===== src/hw/rtl/idq_pkg.sv =====
// Shared types and codes for the indexed deque buffer.
package idq_pkg;

   localparam int VALUE_W  = 32;
   localparam int TARGET_W = 8;

   localparam logic [2:0] REQ_PUSH_FRONT = 3'd0;
   localparam logic [2:0] REQ_PUSH_BACK  = 3'd1;
   localparam logic [2:0] REQ_POP_FRONT  = 3'd2;
   localparam logic [2:0] REQ_POP_BACK   = 3'd3;
   localparam logic [2:0] REQ_INSERT     = 3'd4;
   localparam logic [2:0] REQ_REMOVE     = 3'd5;
   localparam logic [2:0] REQ_FIND       = 3'd6;

   localparam logic [1:0] STATUS_DONE = 2'd0;
   localparam logic [1:0] STATUS_BAD  = 2'd1;
   localparam logic [1:0] STATUS_FULL = 2'd2;

   localparam logic [2:0] CELL_HOLD  = 3'd0;
   localparam logic [2:0] CELL_INS   = 3'd1;
   localparam logic [2:0] CELL_DROP  = 3'd2;
   localparam logic [2:0] CELL_CAPT  = 3'd3;
   localparam logic [2:0] CELL_SHIFT = 3'd4;

   typedef struct packed {
      logic [2:0]                req_type;
      logic [4:0]                position;
      logic signed [VALUE_W-1:0] item_value;
   } idq_req_type;

   typedef struct packed {
      logic [1:0] status;
      logic       found;
      logic [3:0] found_index;
      logic [4:0] entry_count;
   } idq_rsp_type;

   typedef struct packed {
      logic [2:0]          op;
      logic [TARGET_W-1:0] target;
      logic [VALUE_W-1:0]  key;
   } idq_cmd_type;

endpackage


===== src/hw/rtl/idq_cell.sv =====
// One storage cell of the deque chain: holds a value and a match flag.
module idq_cell
   import idq_pkg::*;
#(
   parameter int INDEX = 0
) (
   input  logic               clock,
   input  logic               reset,
   input  idq_cmd_type        cmd,
   input  logic [VALUE_W-1:0] left_value,
   input  logic [VALUE_W-1:0] right_value,
   input  logic               right_match,
   output logic [VALUE_W-1:0] value,
   output logic               match
);

   localparam logic [TARGET_W-1:0] MY_INDEX = TARGET_W'(INDEX);

   logic [VALUE_W-1:0] value_ff;
   logic [VALUE_W-1:0] value_in;
   logic               match_ff;
   logic               match_in;

   always_comb begin
      value_in = value_ff;
      match_in = match_ff;
      case (cmd.op)
         CELL_INS: begin
            if (MY_INDEX == cmd.target) begin
               value_in = cmd.key;
            end else if (MY_INDEX > cmd.target) begin
               value_in = left_value;
            end
         end
         CELL_DROP: begin
            if (MY_INDEX >= cmd.target) begin
               value_in = right_value;
            end
         end
         CELL_CAPT: begin
            match_in = (value_ff == cmd.key);
         end
         CELL_SHIFT: begin
            match_in = right_match;
         end
         default: begin
            value_in = value_ff;
         end
      endcase
   end

   always_ff @(posedge clock) begin
      value_ff <= value_in;
   end

   always_ff @(posedge clock) begin
      if (reset) begin
         match_ff <= 1'b0;
      end else begin
         match_ff <= match_in;
      end
   end

   assign value = value_ff;
   assign match = match_ff;

endmodule


===== src/hw/rtl/indexed_deque_buffer.sv =====
// Top level of the indexed deque buffer: request decode, count, search scan and result buffer.
// A row of CAPACITY cells holds the ordered values, position 0 in cell 0. Push, pop, insert and
// remove move every affected value one cell at once, and the next request can be accepted in the
// following cycle unless the output buffer is full. A find compares all cells at once, then
// shifts the match flags toward cell 0 one cell per cycle until the first match or the end of
// the stored values; no request is accepted until the scan is over. Results go through a
// two-entry output buffer, so requests keep being accepted while up to one earlier result
// waits to be taken.
module indexed_deque_buffer
   import idq_pkg::*;
#(
   parameter int CAPACITY = 16
) (
   input  logic        clock,
   input  logic        reset,
   input  logic        req_valid,
   output logic        req_ready,
   input  idq_req_type req_data,
   output logic        rsp_valid,
   input  logic        rsp_ready,
   output idq_rsp_type rsp_data
);

   localparam int CW = $clog2(CAPACITY + 1);
   localparam int PW = (CW > 5) ? CW : 5;

   localparam logic ST_IDLE = 1'b0;
   localparam logic ST_SCAN = 1'b1;

   logic [VALUE_W-1:0] value_w [CAPACITY];
   logic               match_w [CAPACITY];
   idq_cmd_type        cmd;

   logic          state_ff;
   logic          state_in;
   logic [CW-1:0] count_ff;
   logic [CW-1:0] count_in;
   logic [CW-1:0] idx_ff;
   logic [CW-1:0] idx_in;

   logic        rsp_valid_ff;
   logic        rsp_valid_in;
   idq_rsp_type rsp_data_ff;
   idq_rsp_type rsp_data_in;
   logic        skid_valid_ff;
   logic        skid_valid_in;
   idq_rsp_type skid_data_ff;
   idq_rsp_type skid_data_in;

   logic        accept;
   logic        pop;
   logic        res_fire;
   idq_rsp_type res;
   logic        full;
   logic        empty;
   logic [2:0]  op;
   logic [1:0]  status;

   genvar gi;
   generate
      for (gi = 0; gi < CAPACITY; gi++) begin : g_cell
         logic [VALUE_W-1:0] left_v;
         logic [VALUE_W-1:0] right_v;
         logic               right_m;
         if (gi == 0) begin : g_first
            assign left_v = '0;
         end else begin : g_mid_l
            assign left_v = value_w[gi-1];
         end
         if (gi == CAPACITY - 1) begin : g_last
            assign right_v = '0;
            assign right_m = 1'b0;
         end else begin : g_mid_r
            assign right_v = value_w[gi+1];
            assign right_m = match_w[gi+1];
         end
         idq_cell #(
            .INDEX (gi)
         ) u_cell (
            .clock       (clock),
            .reset       (reset),
            .cmd         (cmd),
            .left_value  (left_v),
            .right_value (right_v),
            .right_match (right_m),
            .value       (value_w[gi]),
            .match       (match_w[gi])
         );
      end
   endgenerate

   assign req_ready = (state_ff == ST_IDLE) && !skid_valid_ff;
   assign accept    = req_valid && req_ready;
   assign pop       = rsp_valid_ff && rsp_ready;
   assign full      = (count_ff == CW'(CAPACITY));
   assign empty     = (count_ff == '0);

   always_comb begin
      op         = CELL_HOLD;
      status     = STATUS_DONE;
      cmd.target = '0;
      cmd.key    = req_data.item_value;
      count_in   = count_ff;
      state_in   = state_ff;
      idx_in     = idx_ff;
      res_fire   = 1'b0;
      res.status      = STATUS_DONE;
      res.found       = 1'b0;
      res.found_index = '0;
      res.entry_count = 5'(count_ff);
      if (state_ff == ST_SCAN) begin
         op = CELL_SHIFT;
         if (idx_ff >= count_ff) begin
            res_fire = 1'b1;
            state_in = ST_IDLE;
         end else if (match_w[0]) begin
            res_fire        = 1'b1;
            res.found       = 1'b1;
            res.found_index = 4'(idx_ff);
            state_in        = ST_IDLE;
         end else begin
            idx_in = idx_ff + 1'b1;
         end
      end else if (accept) begin
         res_fire = 1'b1;
         case (req_data.req_type)
            REQ_PUSH_FRONT: begin
               if (full) begin
                  status = STATUS_FULL;
               end else begin
                  op       = CELL_INS;
                  count_in = count_ff + 1'b1;
               end
            end
            REQ_PUSH_BACK: begin
               if (full) begin
                  status = STATUS_FULL;
               end else begin
                  op         = CELL_INS;
                  cmd.target = TARGET_W'(count_ff);
                  count_in   = count_ff + 1'b1;
               end
            end
            REQ_POP_FRONT: begin
               if (empty) begin
                  status = STATUS_BAD;
               end else begin
                  op       = CELL_DROP;
                  count_in = count_ff - 1'b1;
               end
            end
            REQ_POP_BACK: begin
               if (empty) begin
                  status = STATUS_BAD;
               end else begin
                  op         = CELL_DROP;
                  cmd.target = TARGET_W'(count_ff - 1'b1);
                  count_in   = count_ff - 1'b1;
               end
            end
            REQ_INSERT: begin
               if (PW'(req_data.position) > PW'(count_ff)) begin
                  status = STATUS_BAD;
               end else if (full) begin
                  status = STATUS_FULL;
               end else begin
                  op         = CELL_INS;
                  cmd.target = TARGET_W'(req_data.position);
                  count_in   = count_ff + 1'b1;
               end
            end
            REQ_REMOVE: begin
               if (PW'(req_data.position) >= PW'(count_ff)) begin
                  status = STATUS_BAD;
               end else begin
                  op         = CELL_DROP;
                  cmd.target = TARGET_W'(req_data.position);
                  count_in   = count_ff - 1'b1;
               end
            end
            REQ_FIND: begin
               op       = CELL_CAPT;
               res_fire = 1'b0;
               state_in = ST_SCAN;
               idx_in   = '0;
            end
            default: begin
               status = STATUS_BAD;
            end
         endcase
         res.status      = status;
         res.entry_count = 5'(count_in);
      end
      cmd.op = op;
   end

   always_comb begin
      rsp_valid_in  = rsp_valid_ff;
      rsp_data_in   = rsp_data_ff;
      skid_valid_in = skid_valid_ff;
      skid_data_in  = skid_data_ff;
      if (pop) begin
         rsp_valid_in  = skid_valid_ff || res_fire;
         rsp_data_in   = skid_valid_ff ? skid_data_ff : res;
         skid_valid_in = skid_valid_ff && res_fire;
         skid_data_in  = res;
      end else if (res_fire) begin
         if (rsp_valid_ff) begin
            skid_valid_in = 1'b1;
            skid_data_in  = res;
         end else begin
            rsp_valid_in = 1'b1;
            rsp_data_in  = res;
         end
      end
   end

   always_ff @(posedge clock) begin
      if (reset) begin
         state_ff      <= ST_IDLE;
         count_ff      <= '0;
         idx_ff        <= '0;
         rsp_valid_ff  <= 1'b0;
         skid_valid_ff <= 1'b0;
      end else begin
         state_ff      <= state_in;
         count_ff      <= count_in;
         idx_ff        <= idx_in;
         rsp_valid_ff  <= rsp_valid_in;
         skid_valid_ff <= skid_valid_in;
      end
   end

   always_ff @(posedge clock) begin
      rsp_data_ff  <= rsp_data_in;
      skid_data_ff <= skid_data_in;
   end

   assign rsp_valid = rsp_valid_ff;
   assign rsp_data  = rsp_data_ff;

`ifndef SYNTHESIS
   a_count_bound: assert property (@(posedge clock) disable iff (reset)
      count_ff <= CW'(CAPACITY))
      else $error("stored count exceeds capacity");

   a_skid_order: assert property (@(posedge clock) disable iff (reset)
      skid_valid_ff |-> rsp_valid_ff)
      else $error("buffered result without a result at the output");

   a_find_scans: assert property (@(posedge clock) disable iff (reset)
      (accept && (req_data.req_type == REQ_FIND)) |=> (state_ff == ST_SCAN))
      else $error("find request did not start a scan");

   a_found_done: assert property (@(posedge clock) disable iff (reset)
      (rsp_valid_ff && rsp_data_ff.found) |-> (rsp_data_ff.status == STATUS_DONE))
      else $error("match reported with an error status");
`endif

endmodule


===== config.mk =====
export PLATFORM = sky130hd
export DESIGN_NAME = indexed_deque_buffer
export DESIGN_NICKNAME = d
export VERILOG_FILES = /design/src/hw/rtl/idq_pkg.sv /design/src/hw/rtl/idq_cell.sv /design/src/hw/rtl/indexed_deque_buffer.sv
export SDC_FILE = /design/constraint.sdc
export NUM_CORES = 2
export LEC_CHECK = 0
export ABC_AREA = 0
export BUFFER_PORTS_ARGS = -buffer_cell sky130_fd_sc_hd__buf_2
export CORE_MARGIN = 10
export CORE_UTILIZATION = 45
export CTS_CLUSTER_SIZE = 24
export DETAILED_ROUTE_END_ITERATION = 6
export GPL_TIMING_DRIVEN = 0
export MAX_ROUTING_LAYER = met4
export PLACE_DENSITY = 0.74
export SLEW_MARGIN = 10
export SYNTH_ARGS = -nofsm -noshare
export SYNTH_HDL_FRONTEND = slang
export SYNTH_HIERARCHICAL = 1
export SYNTH_SLANG_ARGS = --single-unit

===== constraint.sdc =====
create_clock -name clock -period 11.4 [get_ports clock]
set_clock_uncertainty 0.1 [all_clocks]
set_input_delay 0.57 -clock clock [delete_from_list [all_inputs] [get_ports clock]]
set_output_delay 0.57 -clock clock [all_outputs]
set_load 0.02 [all_outputs]

==> impl_metrics.yaml <==
die:
  num_rows: 104
  die_h_um: 306
  fp.dieArea_um2: 93900
  core_um2: 80900
  start_util_pct: 45.6
  die_x_um: 306
  io_pins: 58
placed_design:
  dp_hpwl_um: 87900
  placed_cells: 4639
  dpl_worst_slack_ps: 6050
  gp_congestion: 0.956
  portBuffers: 57
timing:
  hold_viol: 0
  post-route-period-util_pct: 46.7
  slew_violations: 0
  tightest_slew_ps: 1260
  relSlewSlack_pct: 16.2
  setup_viol: 0
  setup_ws_ps: 6080
  period_needed_ps: 5320
  rsz0062_at_grt: "no"
  max_freq_ghz: 0.188
routing:
  wl_per_cell_um: 25.5
  viasPerCell: 6.12
  first_pass_iters: 6
  wl_um: 121000
  drt_first_iter_violations: 3710
  drtAntennaViolNets: 0
  vias: 29100
  remaining_drc_errors: 0
grt:
  grt_first_pass_wirelength_um: 180000
  gr-total-overflow: 0
  grt_max_degree: 56
  grt_usage_pct: 25.7
  grt_antenna_before_repair: 3
  grt_pass1_vias: 28200
synth:
  synth_top_family_by_area: "multiplexers"
  synth-main-ff-cell: "edfxtp_1"
  syn_avg_cell_area_um2: 10.9
  synthMuxAreaShare_pct: 14.1
  yosysSeqAreaShare_pct: 45.2
  synth_top_cell_by_area: "edfxtp_1"
  synth-edff-count: 536
  synthSimpleGateAreaFrac_pct: 13.3
  syn_area_um2: 36900
  synth_top_area_share_pct: 43.6
  synthCells: 3387
  synth_xor_area_share_pct: 12.7
  async_reset_ff_share_pct: 0
  synth-seq-cells: 565
  ys_warn_count: 6
  synth_adder_area_share_pct: 0.509
  yosys.cell_types.count: 82
  synth-compound-area-share_pct: 10.8
  synth_area_leaders: "edfxtp_1, mux2i_1, xnor2_1, nand2_1, xor2_1"
clocking:
  cts.path.max_buffers: 3
  cts_sinks: 565
  htreeDepth: 3
  clk_pin_slew_ps: 50
  worstSkewPairLatency_ps: 620
  postCtsSetupRepairBufs: 0
  cts_tree: "built"
  hold_buffers: 0
  cts_root_buf: "clkbuf_16"
  cts_resized: 0
  cts_made_buffers: 66
worst_setup_path:
  cp-start-kind: "register"
  crit_path_end_kind: "register"
  setup.worst_path.class: "reg2reg"
  crit_required_ps: 11630
  worst-path-max-fanout: 20
  crit_arrival_ps: 5550
min_path:
  hold_path.class: "in2reg"
final_layout:
  drive_gt1_share_pct: 15.3
  n_fill_cell: 7138
  area_growth_pct: 12.9
  final_nets: 3706
  fin_cells: 4761
outcome:
  status: "finished clean"
power:
  powerDensity_nw_per_um2: 150
  ir_drop_uv: 116
  power_leakage_nw: 14.4
job:
  maxCapViolCount: 0
-- registers in the layout, indices dropped and copies added, names as in the netlist --
name and cells:
rsp_valid 1, skid_valid_ff 1, state_ff 1, g_cell.u_cell/match 16, idx_ff 5, rsp_data 12
g_cell.u_cell/value 512, skid_data_ff 12, count_ff 5
-- layer usage --
layer  GRT usage, %  part of all wire [%]
met5              -                     0
met4           11.0                   5.0
met3           4.41                    12
met2           37.9                    43
met1           34.5                    41
-- worst max-delay path: stages, from the launching register on --
cell       delay, ps
dfxtp_1          390
inv_1            170
ha_1             330
a21oi_1          520
a311oi_4         220
nor2_1           280
nand2_1          170
a21oi_4          760
buf_12           270
xnor2_1           90
a2111oi_2        560
buf_2            330
buf_4            180
buf_2            210
buf_2            240
buf_4            190
-- final cells by class --
cell class                 instances  area [um2]  share of cell area, %
multi-input combinational       2702       19400                   46.5
antenna                            3        7.51                 0.0180
timing repair buffer             128         968                   2.32
tap                             1060        1330                   3.18
sequential                       565       16700                   40.0
clock buffer                      95        1830                   4.40
buffer                           153        1140                   2.74
clock inverter                    24         223                  0.534
inverter                          31         116                  0.279
-- cell usage after synthesis, types with 3 or more instances --
cell type  instances
a2111o_1          14
a21boi_0           4
a21o_1             3
a21oi_1           38
a31oi_1            3
and2_1             4
and3_1             5
buf_12            12
buf_2             44
buf_6             24
buf_8             12
clkbuf_1          58
dfxtp_1           29
edfxtp_1         536
ha_1              15
inv_1             30
mux2_2             6
mux2i_1          513
nand2_1          552
nand2_2            4
nand2b_1          12
nand3_1           29
nand4_1           85
nand4_4            3
nor2_1            33
nor2_2             3
nor2_8             4
nor2b_1            4
nor3_1            31
nor3_2             3
nor3_4             4
nor3b_2           13
nor4_1            75
nor4_4             7
nor4b_1           16
nor4bb_1          15
o21ai_0           84
o21ai_1          308
o21ai_2          158
or2_2              3
or4_4              7
xnor2_1          308
xor2_1           226
-- path summary, 6_finish.rpt --
check                  start                         end  slack, ps  depth (start not counted)
max reg2reg      count_ff[4]  g_cell[11].u_cell/value[2]       6080                         15
max              count_ff[4]  g_cell[11].u_cell/value[2]       6080                         15
min                rsp_ready               skid_valid_ff        230                          3
min reg2reg  skid_data_ff[8]                 rsp_data[8]        450                          1
-- placed cells by master (no fill, tap or decap), drive strengths merged, types with 31 or more instances in the layout --
master / synthesis / final
clkbuf: 58 / 153
mux2i: 513 / 513
conb: 1 / 65
edfxtp: 536 / 536
nand3: 31 / 31
inv: 31 / 35
buf: 95 / 223
nor4: 83 / 83
o21ai: 550 / 550
xnor2: 308 / 308
a21oi: 39 / 39
nor2: 40 / 40
nand4: 88 / 88
nor3: 38 / 38
nand2: 557 / 557
xor2: 226 / 226
-- power breakdown --
group,internal (mW),switching (mW)
combinational,0.474,0.764
sequential,2.64,0.296
clock,1.19,0.877
-- logic make-up after synthesis --
logic type / count (synthesis)
and+or+nand+nor: 932
xor gates and xnor gates: 534
other: 1
adders and majority gates: 15
AOI/OAI and AO/OA: 637
muxes: 519
buffers and inverters: 184
DFF: 565
-- stage by stage --
| step | cell area [um2] | hold WS [ps] | total power, mW | setup TNS (ps) | util [%] |
|---|---|---|---|---|---|
| 4_1_cts | 41700 | 212 | 6.21 | 0 | 51.5 |
| 2_1_floorplan | 37200 | 377 | 3.64 | 0 | - |
| 5_1_grt | 41700 | 242 | 6.44 | 0 | 51.5 |
| 6_report | 41700 | 234 | 6.24 | 0 | 51.5 |
| 3_5_place_dp | 39600 | 434 | 4.16 | 0 | 48.9 |
| 3_3_place_gp | 38800 | 404 | 4.12 | -2278120 | 47.9 |
(Power assumes the default switching activity.)
